File: config.mk
export PLATFORM = sky130hd
export DESIGN_NAME = base64_float_sample_unpacker_core
export DESIGN_NICKNAME = d
export VERILOG_FILES = /design/src/design/b64fu_pkg.sv /design/src/design/b64fu_front.sv /design/src/design/b64fu_queue.sv /design/src/design/b64fu_back.sv /design/src/design/base64_float_sample_unpacker_core.sv
export SDC_FILE = /design/constraint.sdc
export NUM_CORES = 1
export LEC_CHECK = 0
export BUFFER_PORTS_ARGS = -buffer_cell sky130_fd_sc_hd__buf_2
export CAP_MARGIN = 20
export CORE_MARGIN = 4
export CORE_UTILIZATION = 30
export DETAILED_ROUTE_END_ITERATION = 7
export GPL_ROUTABILITY_DRIVEN = 0
export HOLD_SLACK_MARGIN = 0.08
export PLACE_DENSITY = 0.49
export SYNTH_ARGS = -nofsm -noshare
export SYNTH_HDL_FRONTEND = slang
export SYNTH_SLANG_ARGS = --single-unit
File: constraint.sdc
create_clock -name clock -period 5.6 [get_ports clock]
set_input_delay 0 -clock clock [delete_from_list [all_inputs] [get_ports clock]]
set_output_delay 0 -clock clock [all_outputs]
set_load 0.05 [all_outputs]
File: src/design/b64fu_pkg.sv
package b64fu_pkg;

   // Widths fixed by the item fields.
   localparam int CHAR_W    = 8;
   localparam int CODE_W    = 6;
   localparam int LIMIT_W   = 12;
   localparam int INDEX_W   = 11;
   localparam int WORD_W    = 32;
   localparam int ACC_W     = 12;
   localparam int PEND_W    = 4;
   localparam int GATHER_W  = 24;
   localparam int RSP_DATA_W = 80;

   // Largest frame in samples; the pixel count register is clamped to this.
   localparam int MAX_PIXELS = 2048;

   // Pixel count after reset.
   localparam logic [LIMIT_W-1:0] PIXEL_COUNT_RESET = 12'd256;

   // Queue between the classifier and the decoder.
   localparam int QUEUE_DEPTH = 4;
   localparam int QUEUE_PTR_W = $clog2(QUEUE_DEPTH);

   // Largest bit pattern that may raise the running maximum (positive infinity).
   localparam logic [WORD_W-1:0] POS_INF_BITS = 32'h7F80_0000;

   // One classified input item.
   typedef struct packed {
      logic              bad;
      logic [CODE_W-1:0] code;
      logic              start;
      logic              final_char;
   } item_type;

   // Base64 alphabet of this link: '-' and '_' both give 63, '<' gives 0.
   function automatic logic [CODE_W:0] decode_char(input logic [CHAR_W-1:0] ch);
      logic [CODE_W:0] res;
      res = {1'b1, {CODE_W{1'b0}}};
      if (ch >= 8'h41 && ch <= 8'h5A) begin
         res = {1'b0, 6'(ch - 8'h41)};
      end else if (ch >= 8'h61 && ch <= 8'h7A) begin
         res = {1'b0, 6'(ch - 8'h47)};
      end else if (ch >= 8'h30 && ch <= 8'h39) begin
         res = {1'b0, 6'(ch + 8'h04)};
      end else if (ch == 8'h2B) begin
         res = {1'b0, 6'd62};
      end else if (ch == 8'h2D || ch == 8'h5F) begin
         res = {1'b0, 6'd63};
      end else if (ch == 8'h3C) begin
         res = {1'b0, 6'd0};
      end
      return res;
   endfunction

endpackage

File: src/design/b64fu_front.sv
module b64fu_front (
   input  logic [b64fu_pkg::CHAR_W-1:0] character,
   input  logic                         frame_start,
   input  logic                         frame_final,
   output b64fu_pkg::item_type          item
);

   logic [b64fu_pkg::CODE_W:0] decoded;

   // Look the character up and tag it with its frame flags.
   always_comb begin
      decoded         = b64fu_pkg::decode_char(character);
      item.bad        = decoded[b64fu_pkg::CODE_W];
      item.code       = decoded[b64fu_pkg::CODE_W-1:0];
      item.start      = frame_start;
      item.final_char = frame_final;
   end

endmodule

File: src/design/b64fu_queue.sv
module b64fu_queue (
   input  logic                clock,
   input  logic                reset,
   input  logic                push,
   input  b64fu_pkg::item_type push_item,
   output logic                full,
   input  logic                pop,
   output logic                not_empty,
   output b64fu_pkg::item_type pop_item
);

   localparam int PW = b64fu_pkg::QUEUE_PTR_W;
   localparam int CW = PW + 1;

   b64fu_pkg::item_type      entry_ff [b64fu_pkg::QUEUE_DEPTH];
   logic [PW-1:0]            wr_ptr_ff, wr_ptr_in;
   logic [PW-1:0]            rd_ptr_ff, rd_ptr_in;
   logic [CW-1:0]            count_ff, count_in;

   assign full      = (count_ff == CW'(b64fu_pkg::QUEUE_DEPTH));
   assign not_empty = (count_ff != '0);
   assign pop_item  = entry_ff[rd_ptr_ff];

   // Pointer and fill count update.
   always_comb begin
      wr_ptr_in = wr_ptr_ff;
      rd_ptr_in = rd_ptr_ff;
      count_in  = count_ff;
      if (push) begin
         wr_ptr_in = PW'((CW'(wr_ptr_ff) + CW'(1)) % CW'(b64fu_pkg::QUEUE_DEPTH));
      end
      if (pop) begin
         rd_ptr_in = PW'((CW'(rd_ptr_ff) + CW'(1)) % CW'(b64fu_pkg::QUEUE_DEPTH));
      end
      if (push && !pop) begin
         count_in = count_ff + CW'(1);
      end else if (pop && !push) begin
         count_in = count_ff - CW'(1);
      end
   end

   always_ff @(posedge clock) begin
      if (reset) begin
         wr_ptr_ff <= '0;
         rd_ptr_ff <= '0;
         count_ff  <= '0;
      end else begin
         wr_ptr_ff <= wr_ptr_in;
         rd_ptr_ff <= rd_ptr_in;
         count_ff  <= count_in;
      end
   end

   // Entry storage needs no reset.
   always_ff @(posedge clock) begin
      if (push) begin
         entry_ff[wr_ptr_ff] <= push_item;
      end
   end

endmodule

File: src/design/b64fu_back.sv
module b64fu_back (
   input  logic                                  clock,
   input  logic                                  reset,
   input  logic                                  csr_wr_en,
   input  logic [b64fu_pkg::LIMIT_W-1:0]         csr_wr_data,
   input  logic                                  item_valid,
   input  b64fu_pkg::item_type                   item,
   output logic                                  item_pop,
   output logic                                  rsp_valid,
   input  logic                                  rsp_ready,
   output logic                                  rsp_has_sample,
   output logic [b64fu_pkg::WORD_W-1:0]          rsp_sample_bits,
   output logic [b64fu_pkg::INDEX_W-1:0]         rsp_sample_index,
   output logic [b64fu_pkg::WORD_W-1:0]          rsp_running_max,
   output logic                                  rsp_frame_done
);

   localparam int LW = b64fu_pkg::LIMIT_W;
   localparam logic [31:0] MAX_P = 32'(b64fu_pkg::MAX_PIXELS);

   // Frame limit, held already clamped.
   logic [LW-1:0] limit_ff, limit_in;

   // Decoder state.
   logic [b64fu_pkg::ACC_W-1:0]           acc_ff, acc_in, acc_eff;
   logic signed [b64fu_pkg::PEND_W-1:0]   pend_ff, pend_in, pend_eff, pend_sum;
   logic [b64fu_pkg::GATHER_W-1:0]        gather_ff, gather_in, gather_eff;
   logic [1:0]                            pos_ff, pos_in, pos_eff;
   logic [LW-1:0]                         count_ff, count_in, count_eff, count_inc;
   logic [b64fu_pkg::WORD_W-1:0]          max_ff, max_in, max_eff;
   logic                                  stopped_ff, stopped_in, stopped_eff;

   // Output register.
   logic                                  out_valid_ff, out_valid_in;
   logic                                  out_have_ff, out_have_in;
   logic [b64fu_pkg::WORD_W-1:0]          out_word_ff, out_word_in;
   logic [b64fu_pkg::INDEX_W-1:0]         out_index_ff, out_index_in;
   logic [b64fu_pkg::WORD_W-1:0]          out_max_ff, out_max_in;
   logic                                  out_done_ff, out_done_in;

   logic [b64fu_pkg::ACC_W-1:0]           acc_new;
   logic [7:0]                            byte_val;
   logic [b64fu_pkg::WORD_W-1:0]          word;
   logic                                  have;
   logic                                  done;

   // The next item may enter whenever the output register is free or being emptied.
   assign item_pop = item_valid && (!out_valid_ff || rsp_ready);

   // Pixel count register, clamped to the range one to MAX_PIXELS.
   always_comb begin
      limit_in = limit_ff;
      if (csr_wr_en) begin
         if (csr_wr_data == '0) begin
            limit_in = LW'(1);
         end else if (32'(csr_wr_data) > MAX_P) begin
            limit_in = LW'(MAX_P);
         end else begin
            limit_in = csr_wr_data;
         end
      end
   end

   // Decode one character against the state, cleared first on a frame start.
   always_comb begin
      if (item.start) begin
         acc_eff     = '0;
         pend_eff    = -4'sd8;
         gather_eff  = '0;
         pos_eff     = '0;
         count_eff   = '0;
         max_eff     = '0;
         stopped_eff = 1'b0;
      end else begin
         acc_eff     = acc_ff;
         pend_eff    = pend_ff;
         gather_eff  = gather_ff;
         pos_eff     = pos_ff;
         count_eff   = count_ff;
         max_eff     = max_ff;
         stopped_eff = stopped_ff;
      end

      acc_new   = {acc_eff[b64fu_pkg::ACC_W-7:0], item.code};
      pend_sum  = pend_eff + 4'sd6;
      byte_val  = 8'(acc_new >> pend_sum[2:0]);
      word      = {byte_val, gather_eff};
      count_inc = count_eff + LW'(1);

      acc_in     = acc_eff;
      pend_in    = pend_eff;
      gather_in  = gather_eff;
      pos_in     = pos_eff;
      count_in   = count_eff;
      max_in     = max_eff;
      stopped_in = stopped_eff;
      have       = 1'b0;
      done       = 1'b0;

      if (!stopped_eff) begin
         if (item.bad) begin
            done = 1'b1;
         end else begin
            acc_in  = acc_new;
            pend_in = pend_sum;
            if (!pend_sum[b64fu_pkg::PEND_W-1]) begin
               // A whole byte is ready.
               pend_in = pend_sum - 4'sd8;
               if (pos_eff == 2'd3) begin
                  gather_in = '0;
                  pos_in    = '0;
                  have      = 1'b1;
                  count_in  = count_inc;
                  if (word != '0 && word <= b64fu_pkg::POS_INF_BITS && word > max_eff) begin
                     max_in = word;
                  end
                  if (count_inc >= limit_ff) begin
                     done = 1'b1;
                  end
               end else begin
                  case (pos_eff)
                     2'd0:    gather_in = {gather_eff[23:8], byte_val};
                     2'd1:    gather_in = {gather_eff[23:16], byte_val, gather_eff[7:0]};
                     default: gather_in = {byte_val, gather_eff[15:0]};
                  endcase
                  pos_in = pos_eff + 2'd1;
               end
            end
            if (item.final_char) begin
               done = 1'b1;
            end
         end
      end
      if (done) begin
         stopped_in = 1'b1;
      end
   end

   // Load the output register when an item produces a result.
   always_comb begin
      out_valid_in = out_valid_ff;
      out_have_in  = out_have_ff;
      out_word_in  = out_word_ff;
      out_index_in = out_index_ff;
      out_max_in   = out_max_ff;
      out_done_in  = out_done_ff;
      if (out_valid_ff && rsp_ready) begin
         out_valid_in = 1'b0;
      end
      if (item_pop && (have || done)) begin
         out_valid_in = 1'b1;
         out_have_in  = have;
         out_word_in  = have ? word : '0;
         out_index_in = have ? count_eff[b64fu_pkg::INDEX_W-1:0] : '0;
         out_max_in   = max_in;
         out_done_in  = done;
      end
   end

   always_ff @(posedge clock) begin
      if (reset) begin
         limit_ff     <= b64fu_pkg::PIXEL_COUNT_RESET;
         acc_ff       <= '0;
         pend_ff      <= -4'sd8;
         gather_ff    <= '0;
         pos_ff       <= '0;
         count_ff     <= '0;
         max_ff       <= '0;
         stopped_ff   <= 1'b0;
         out_valid_ff <= 1'b0;
      end else begin
         limit_ff     <= limit_in;
         out_valid_ff <= out_valid_in;
         if (item_pop) begin
            acc_ff     <= acc_in;
            pend_ff    <= pend_in;
            gather_ff  <= gather_in;
            pos_ff     <= pos_in;
            count_ff   <= count_in;
            max_ff     <= max_in;
            stopped_ff <= stopped_in;
         end
      end
   end

   // Result payload needs no reset.
   always_ff @(posedge clock) begin
      out_have_ff  <= out_have_in;
      out_word_ff  <= out_word_in;
      out_index_ff <= out_index_in;
      out_max_ff   <= out_max_in;
      out_done_ff  <= out_done_in;
   end

   assign rsp_valid        = out_valid_ff;
   assign rsp_has_sample   = out_have_ff;
   assign rsp_sample_bits  = out_word_ff;
   assign rsp_sample_index = out_index_ff;
   assign rsp_running_max  = out_max_ff;
   assign rsp_frame_done   = out_done_ff;

endmodule

File: src/design/base64_float_sample_unpacker_core.sv
// Channel    Direction  Handshake               Contents
// req_       in         req_tvalid/req_tready   one base64 character with frame flags
// rsp_       out        rsp_tvalid/rsp_tready   float sample, index, running maximum
// csr_       in         csr_wr_en               pixel count (12 bits)
//
// One item is accepted per cycle while req_tready is high; a result passes
// through the four-entry queue and then the output register.
// The decoder updates its state once per item, so the rate is
// one item per clock while rsp_tready stays high.
// Reset is synchronous and sets the pixel count to 256 and clears all frame state.
// A stall on the result side fills the queue; req_tready falls once it is full.
module base64_float_sample_unpacker_core (
   input  logic        clock,
   input  logic        reset,
   input  logic        req_tvalid,
   output logic        req_tready,
   input  logic [7:0]  req_tdata,  // character[7:0]
   input  logic        req_tuser,  // frame_start
   input  logic        req_tlast,  // frame_final
   output logic        rsp_tvalid,
   input  logic        rsp_tready,
   output logic [79:0] rsp_tdata,  // sample_bits[31:0], sample_index[42:32],
                                   // running_max_bits[74:43], zero fill[79:75]
   output logic        rsp_tuser,  // has_sample
   output logic        rsp_tlast,  // frame_done
   input  logic        csr_wr_en,
   input  logic [11:0] csr_wr_data
);

   b64fu_pkg::item_type front_item;
   b64fu_pkg::item_type queue_item;
   logic                queue_full;
   logic                queue_not_empty;
   logic                queue_pop;
   logic                req_accept;
   logic [31:0]         sample_bits;
   logic [10:0]         sample_index;
   logic [31:0]         running_max;

   assign req_tready = !queue_full;
   assign req_accept = req_tvalid && req_tready;

   // Classify the incoming character.
   b64fu_front u_front (
      .character   (req_tdata),
      .frame_start (req_tuser),
      .frame_final (req_tlast),
      .item        (front_item)
   );

   // Queue between the classifier and the decoder.
   b64fu_queue u_queue (
      .clock     (clock),
      .reset     (reset),
      .push      (req_accept),
      .push_item (front_item),
      .full      (queue_full),
      .pop       (queue_pop),
      .not_empty (queue_not_empty),
      .pop_item  (queue_item)
   );

   // Bit stream decoding, word assembly and result register.
   b64fu_back u_back (
      .clock            (clock),
      .reset            (reset),
      .csr_wr_en        (csr_wr_en),
      .csr_wr_data      (csr_wr_data),
      .item_valid       (queue_not_empty),
      .item             (queue_item),
      .item_pop         (queue_pop),
      .rsp_valid        (rsp_tvalid),
      .rsp_ready        (rsp_tready),
      .rsp_has_sample   (rsp_tuser),
      .rsp_sample_bits  (sample_bits),
      .rsp_sample_index (sample_index),
      .rsp_running_max  (running_max),
      .rsp_frame_done   (rsp_tlast)
   );

   assign rsp_tdata = {5'd0, running_max, sample_index, sample_bits};

   // A result without a sample always ends its frame.
   assert property (@(posedge clock) disable iff (reset)
      rsp_tvalid && !rsp_tuser |-> rsp_tlast)
      else $error("result without sample does not end the frame");

   // A result without a sample carries zero sample bits and index.
   assert property (@(posedge clock) disable iff (reset)
      rsp_tvalid && !rsp_tuser |-> rsp_tdata[42:0] == 43'd0)
      else $error("empty result carries sample data");

   // The running maximum never holds a negative or NaN pattern.
   assert property (@(posedge clock) disable iff (reset)
      rsp_tvalid |-> rsp_tdata[74:43] <= b64fu_pkg::POS_INF_BITS)
      else $error("running maximum out of range");

endmodule
==> results of run 1 <==
synth_stat cells, types with 7 or more instances:
cell type	number	share of area, %
sky130_fd_sc_hd__xnor2_1	14	1.1
sky130_fd_sc_hd__nor4_1	10	0.56
sky130_fd_sc_hd__nor2_1	125	4.2
sky130_fd_sc_hd__o21ai_0	31	1.4
sky130_fd_sc_hd__a21o_1	12	0.80
sky130_fd_sc_hd__o22ai_1	14	0.78
sky130_fd_sc_hd__nand2_1	132	4.4
sky130_fd_sc_hd__a22o_1	31	2.4
sky130_fd_sc_hd__o211ai_1	7	0.47
sky130_fd_sc_hd__a31oi_1	7	0.39
sky130_fd_sc_hd__buf_2	14	0.62
sky130_fd_sc_hd__mux2i_1	45	4.0
sky130_fd_sc_hd__a22oi_1	30	2.0
sky130_fd_sc_hd__nand4_1	12	0.67
sky130_fd_sc_hd__clkbuf_1	38	1.3
sky130_fd_sc_hd__nand3_1	24	1.1
sky130_fd_sc_hd__nor2b_1	9	0.50
sky130_fd_sc_hd__ha_1	62	6.9
sky130_fd_sc_hd__edfxtp_1	113	30
sky130_fd_sc_hd__a21oi_1	39	1.7
sky130_fd_sc_hd__and2_1	9	0.50
sky130_fd_sc_hd__mux4_2	10	2.0
sky130_fd_sc_hd__nand2b_1	7	0.39
sky130_fd_sc_hd__xor2_1	12	0.94
sky130_fd_sc_hd__and3_1	22	1.2
sky130_fd_sc_hd__nor3_1	14	0.62
sky130_fd_sc_hd__inv_1	59	2.0
sky130_fd_sc_hd__dfxtp_1	103	18
worst max-delay path, stage by stage (launching register included):
cell and delay, ps:
sky130_fd_sc_hd__dfxtp_1 430, sky130_fd_sc_hd__buf_4 270, sky130_fd_sc_hd__mux4_2 570, sky130_fd_sc_hd__mux2_2 310
sky130_fd_sc_hd__mux2_2 320, sky130_fd_sc_hd__a31oi_4 300, sky130_fd_sc_hd__inv_1 150, sky130_fd_sc_hd__ha_1 300
sky130_fd_sc_hd__and4_1 190, sky130_fd_sc_hd__nand4_1 130, sky130_fd_sc_hd__nor3_1 280, sky130_fd_sc_hd__o31a_1 190
sky130_fd_sc_hd__o2111ai_1 170, sky130_fd_sc_hd__a41oi_4 340, sky130_fd_sc_hd__and3_1 730, sky130_fd_sc_hd__a22o_1 250
power by group through the flow:
stage / clock [uW] / combinational [uW] / sequential, uW
final: 1650 / 2790 / 2250
after global routing: 1760 / 3000 / 2290
after CTS: 1690 / 2820 / 2260
after detailed placement: 0 / 2800 / 2290
after global placement: 0 / 2800 / 2300
after floorplan: 0 / 1190 / 3130
registers in the layout, indices dropped and copies added, names as in the netlist, named ones only:
name	cells
u_back.acc_ff	6
u_back.count_ff	12
u_back.gather_ff	24
u_back.limit_ff	12
u_back.max_ff	32
u_back.pend_ff	4
u_back.pos_ff	2
u_back.rsp_frame_done	1
u_back.rsp_has_sample	1
u_back.rsp_running_max	32
u_back.rsp_sample_bits	32
u_back.rsp_sample_index	11
u_back.rsp_valid	1
u_back.stopped_ff	1
u_queue.count_ff	3
u_queue.entry_ff	36
u_queue.rd_ptr_ff	2
u_queue.wr_ptr_ff	2
cells by family (layout without fill, tap and decap cells):
kind of cell	Yosys count	in the layout	share of synthesized area, %
xor gates and xnor gates	26	26	2.03
muxes	62	62	6.71
buffers and inverters	131	262	5.13
AOI/OAI and AO/OA	225	225	14.4
other	1	5	0.0334
and+or+nand+nor	389	389	16.1
DFF	216	216	48.5
adders and majority gates	63	63	7.08
per-layer routing:
metal | routed length [um] | track usage (%) | part of all wire [%] | vias to the layer above
li1 | - | - | - | 4267
met1 | 13500 | 18.6 | 45 | 4078
met2 | 14600 | 25.1 | 48 | 154
met3 | 1220 | 2.24 | 4.1 | 52
met4 | 766 | 3.74 | 2.5 | 0
met5 | 0 | 0 | 0 | -
per-stage QoR:
step	instance area, um^2	utilization [%]
floorplan	11300	-
global placement	12300	33.3
detailed placement	12300	33.3
CTS	13300	36.1
global route	13300	36.1
finish	13300	36.1
path summary, 6_finish.rpt:
path	start	to	slack [ps]
max	register	u_back.max_ff[1]	620
max reg2reg	register	u_back.max_ff[1]	620
min	req_tdata[5]	u_queue.entry_ff[1][3]	100
min reg2reg	u_back.max_ff[31]	u_back.max_ff[31]	470
cell type report:
| class | instances | area [um^2] | share of cell area [%] |
|---|---|---|---|
| Clock buffer | 33 | 656 | 4.93 |
| Clock inverter | 12 | 161 | 1.21 |
| Inverter | 62 | 233 | 1.75 |
| Multi-Input combinational cell | 770 | 5240 | 39.4 |
| Sequential cell | 216 | 5460 | 41.0 |
| Tap cell | 468 | 586 | 4.40 |
| Timing Repair Buffer | 155 | 968 | 7.28 |
==> results.txt, run 1 <==
The power share of the clock group came out at 24.6%. The average size of a mapped cell came out at 10.1 um^2. The initial antenna violation count was 0. For the worst-skew pair, the clock arrives at the later sink with an insertion delay of 530 ps. Once the floorplan was initialized, standard cells occupied 30.6% of the core.

The part of the total power dissipated in sequential elements came out at 33.7%. The data arrival time of the critical path came out at 5430 ps. The vertical die dimension is 202 um.

The die boundary width is 202 um. The hold violation total from the final report came out at 0. The highest achievable clock rate is 201 MHz.

The power dissipated by switching net loads is 2870 uW. The maximum count of clock buffers along a single path came out at 3. The clock input transition at the sequential cells of the worst setup and hold paths came out at 70 ps. The global-route usage over all layers is 14.4%. The switching part of the total power is 42.9%.

STA classifies the critical path startpoint as a register. Setup repair after global routing left no endpoint under its margin. The reported max-cap violation count came out at 0.

The die area is 40,600 um^2. The number of iterations in the first detailed-routing pass is 5. The core area came out at 36,800 um^2. At the worst endpoint, the required time is 6050 ps. Leaving out fill and tap cells, the most frequent cells in the layout are sky130_fd_sc_hd__nand2_1 (131), sky130_fd_sc_hd__nor2_1 (125), sky130_fd_sc_hd__edfxtp_1 (113).

The number of filler cells placed in the layout is 3,739. The headroom to the max-slew limit came out at 44.0%. The internal power is 3820 uW. The post-CTS setup repair buffer count is 0. Adding up every negative setup slack in the final design gives 0 ps. Between clock sinks in the finished design, the worst skew comes to 27.4 ps.

The initialized floorplan defines 70 standard-cell rows. Entering global routing, the biggest net connects 71 pins. The number of pins with negative max-slew slack in the final report was 0. For this run, the post-layout net count is 1,320. The leakage power is 0.00550 uW. The number of synthesis warnings came out at 0. The first routing iteration left 498 violations. The aggregate global routing overflow came out at 0. CTS saw 216 sinks.

The slew at the pin with the worst max-slew slack is 837 ps. The worst reg-to-reg path cell count is 15. In this run the worst path has a maximum fanout of 15. The TritonCTS buffer count came out at 25. The number of vias per cell after detailed routing came out at 4.98. The wire length of the first global-routing pass is 48,400 um. Wires add up to 30,100 um. The area of the mapped netlist is 11,200 um^2. The total of cells resized after clock tree synthesis is 0.

The number of synthesized register bits is 216. After technology mapping, the gate count stands at 1,113. The time the worst path needs with I/O delays and setup is 4980 ps.

The worst-case IR drop observed on VDD is 0.212 mV. Setup slack on the critical path of the routed design comes to 615 ps. Synthesis instantiated 75 different standard cells from the library.

The via count of the first global-routing pass is 8,668. The most common cell after layout, fill and taps aside is sky130_fd_sc_hd__nand2_1. The path class of the tightest hold or removal check is input port to register. The antenna violation net count after detailed routing is 0. 111 I/O pins were placed.

For this run, the leading register cell type out of synthesis is sky130_fd_sc_hd__edfxtp_1. The share of layout cells above drive strength 1 is 16.0%. The non-filler instance count after layout is 1,716.

In this run the tool buffered the top-level ports with 105 buffer cells. The total power after layout is 6690 uW. The tightest hold path in the finished design has a slack of 101 ps. The final number of setup-violating endpoints is 0. TritonCTS built the clock tree.

The average wire length per cell after detail routing came out at 17.5 um. Detailed routing inserted a total of 8,551 vias. The classification of the worst setup path is register to register. The HPWL after detailed placement is 21,600 um. The number of synthesized flops with an enable pin is 113. The cell total after placement came out at 1,649. The tree is rooted in a sky130_fd_sc_hd__clkbuf_16. The number of levels the H-tree was split into came out at 1. The proportion of power drawn by combinational gates is 41.7%. The number of DRC violations after detailed routing came out at 0. 0 antenna diodes ended up in the layout. The worst slack at placement is 635 ps. For this run, asynchronously set or reset flops after synthesis account for 0%. After layout, the worst path uses 89.0% of the clock period. The number of hold buffers added after CTS was 22. The worst setup path is captured at a register. Sequential cells were found to cover 48.5% of the synthesized design area. The flow ran to the end, and the final reports show no timing, DRC or antenna violations. Relative to the synthesized area, the layout overhead comes to 18.3%. The total power density per cell area came out at 503 nW/um^2. The instance count along the most critical hold path came out at 5.
No activity file was read; power rests on OpenSTA's default activity.
==> run 2: changes to the inputs <==
--- a/config.mk
+++ b/config.mk
@@ -15,4 +15,5 @@
 export PLACE_DENSITY = 0.49
 export SYNTH_ARGS = -nofsm -noshare
 export SYNTH_HDL_FRONTEND = slang
+export SYNTH_HIERARCHICAL = 1
 export SYNTH_SLANG_ARGS = --single-unit
==> results.txt, run 2 <==
The flow ran to the end, and the final reports show no timing, DRC or antenna violations. The hold violation total from the final report came to 0. On the worst path, the slowest cell contributes a delay of 560 ps. The final core area utilization is 36.9%. For this block, the routed nets add up to 31,700 um of wire. The data arrival time of the critical path came out at 5500 ps. The cell family contributing the most delay on the critical path is compound AO/OA/AOI/OAI gates. The synthesized design devotes to its leading area cell type 30.0% of total area.

The average wire length per cell after detail routing came out at 17.6 um. The post-CTS setup repair buffer count is 0. The first detailed-routing pass ran for 5 iterations. The critical path is of the register to register type. The sum of buffers and inverters on the critical path is 3. Of the total synthesized cell area, the portion taken by XOR and XNOR cells is 1.78%. The root buffer cell chosen for the clock tree is sky130_fd_sc_hd__clkbuf_16. The number of DRC violations after detailed routing came out at 0. Registers take 5460 um^2. The average size of a mapped cell is 9.96 um^2. The clock sink total came out at 216. The floorplan step defined a die boundary enclosing 40,900 um^2. The share of synthesized cell area in and, or, nand and nor gates came out at 16.6%. The area of the mapped netlist came out at 11,300 um^2. The proportion of synthesized chip area in sequential cells came out at 48.2%. The wire length of the first global-routing pass is 50,600 um. The die boundary width came out at 202 um. The antenna violation net count after detailed routing came out at 0. The cell total after placement is 1,714. The largest total area in the synthesized netlist belongs to sky130_fd_sc_hd__edfxtp_1. The worst slack at placement came out at 408 ps. The most frequently used flop master after synthesis is sky130_fd_sc_hd__edfxtp_1. Among all cell types in the netlist, the one instantiated most often is sky130_fd_sc_hd__nor2_1. The clock passes through at most 3 buffers. The highest achievable clock rate came out at 197 MHz. The required time of the worst setup path is 6020 ps.

STA classifies the critical path startpoint as a register. Synthesis inferred 216 register bits. The flip-flop count of the largest register after layout is 36. The non-filler instance count after layout came out at 1,799.

The latest clock arrival within the worst-skew pair came out at 540 ps. In the post-synthesis netlist, the biggest area contributors are sky130_fd_sc_hd__edfxtp_1 (30%), sky130_fd_sc_hd__dfxtp_1 (18%), sky130_fd_sc_hd__ha_1 (7.2%), sky130_fd_sc_hd__nor2_1 (4.5%), sky130_fd_sc_hd__nand2_1 (4.2%). Leaving out fill and tap cells, the most frequent cell in the layout is sky130_fd_sc_hd__nor2_1.

The reported max-cap violation count came out at 0. Pin placement for this block handled 111 I/O pins. Walking the worst path, the cells encountered are mux4_2 -> nor2_1 -> inv_1 -> ha_2 -> nor2_1 -> a221o_1 -> a221oi_4 -> inv_2 -> ha_1 -> nand4_1 -> nor4_1 -> o41a_1 -> a211oi_1 -> o41ai_1 -> a21oi_2 -> buf_12 -> a22o_1.

The category of the worst setup path capture point is a register. The clock tree from TritonCTS is built. The starting density of the core is 30.7%. Summed over all failing endpoints, the final setup total negative slack is 0 ps. The worst hold slack after final layout is 155 ps.

Summing all multi-input logic gate instances after layout gives 5290 um^2. In the layout the commonest cells are sky130_fd_sc_hd__nor2_1 (136), sky130_fd_sc_hd__nand2_1 (126), sky130_fd_sc_hd__edfxtp_1 (113). By instance count, the cell type seen most on the critical path is sky130_fd_sc_hd__nor2_1. Of the cells placed in the final design, the portion with a size suffix greater than 1 is 16.1%. The number of levels the H-tree was split into came out at 1.

For this design, the slowest cell found on the critical path is sky130_fd_sc_hd__mux4_2. The TritonCTS buffer count came out at 26. Setup repair after global routing left no endpoint under its margin.

The global-route usage over all layers came out at 15.1%. For this run the aggregate overflow at the end of global routing stands at 0. The routed layout has 9,050 vias. Counting flops per register, the top entry is u_queue/entry_ff.

The worst path in the final design needs a cycle of 5080 ps, including I/O delays and setup. The relative area change from synthesis to final layout came out at 20.2%. The total power density per cell area came out at 524 nW/um^2.

The clock input transition at the sequential cells of the worst setup and hold paths is 60 ps. The synthesized-area fraction occupied by adder cells came out at 7.45%. The number of pins with negative max-slew slack in the final report was 0.

After synthesis, the largest family of logic cells by area is compound AO/OA/AOI/OAI gates. The via count of the first global-routing pass came to 8,885. The worst-case clock skew is 19.5 ps. The number of synthesis warnings came out at 6. The total number of placement rows is 70. The quantity of I/O buffers inserted on ports came out at 105. Synthesis produced a netlist whose cell count is 1,136. Summing the areas of all compound-gate instances in the mapped netlist gives 16.6% of the synthesized area. The core area is 36,900 um^2. In this run the worst path has a maximum fanout of 23. The initial antenna violation count is 0. The count of unique library cells instantiated by Yosys came out at 85. The share of async-settable or async-resettable flops after synthesis is 0%. The DRC violation total after the first TritonRoute iteration came out at 632. The headroom to the max-slew limit came out at 30.7%. The slew at the pin with the worst max-slew slack is 1030 ps. The number of vias per cell after detailed routing came out at 5.03.

The largest net degree at the start of global routing is 77. Summed over all nets, the half-perimeter wirelength after detailed placement is 22,400 um. The number of filler cells placed in the layout is 3,719.

The path class of the tightest hold or removal check is input port to register. Measured along the y axis, the die boundary spans 202 um. The post-route clock period utilization came out at 90.8%. The final number of setup-violating endpoints came out at 0. Measured against the total synthesized area, the mux share comes to 3.84%. The number of diodes added for antenna fixing came out at 0.

By count the netlist is led by sky130_fd_sc_hd__nor2_1 (136), sky130_fd_sc_hd__nand2_1 (126), sky130_fd_sc_hd__edfxtp_1 (113). The leakage power came out at 0.00535 uW. The post-route worst setup slack is 517 ps. The maximum vdd ir drop is 0.334 mV.

The final net count came out at 1,369. The number of synthesized flops with an enable pin is 113.
[run 2: worst min-delay path, stage by stage]
cell,delay (ps)
sky130_fd_sc_hd__buf_2,180
sky130_fd_sc_hd__a21oi_1,160
sky130_fd_sc_hd__o22a_1,220
[run 2: repair_timing]
action                                 CTS  global route
hold buffers                            38             0
endpoints found under the hold margin   45             0
resized for setup                        0             1
setup endpoints to repair                0             4
[run 2: path summary, 6_finish.rpt]
path                                        start                endpoint  cells after the start  slack [ps]
worst max-delay path                     register       u_back/max_ff[27]                     17         520
worst min-delay path                 req_tdata[2]  u_queue/entry_ff[3][4]                      3         150
worst max register to register           register       u_back/max_ff[27]                     17         520
worst min register to register  u_back/max_ff[31]       u_back/max_ff[31]                      1         470
[run 2: metal layers]
metal,global-route usage (%),share of wire [%],routed length (um),up-vias
li1,-,-,-,4423
met1,20.8,46,14600,4374
met2,25.6,48,15300,208
met3,2.07,4.0,1260,45
met4,3.13,1.8,587,0
met5,0,0,0,-
[run 2: cell families (layout without fill, tap and decap cells)]
kind of cell / after synthesis / in the layout
other cells: 1 / 5
mux: 31 / 31
buf+inv: 135 / 290
flops: 216 / 216
xor+xnor: 23 / 23
fa+ha+maj: 67 / 67
compound gates: 264 / 264
simple gates: 399 / 399
[run 2: area by class of cell]
type,instances,area share [%]
Multi-Input combinational cell,789,38.9
Clock buffer,42,5.60
Tap cell,504,4.63
Clock inverter,5,0.405
Inverter,70,1.96
Sequential cell,216,40.1
Timing Repair Buffer,173,8.43
[run 2: through the flow]
step	power (uW)	area, um^2
after CTS	7220	13600
after global placement	5520	12400
final	7130	13600
after floorplan	4630	11400
after global routing	7530	13600
after detailed placement	5540	12400
[run 2: power breakdown]
group	total (uW)	internal (uW)	switching, uW	leakage (uW)
clock	1620	970	654	0.000391
sequential	2320	2140	174	0.00194
combinational	3190	812	2380	0.00303
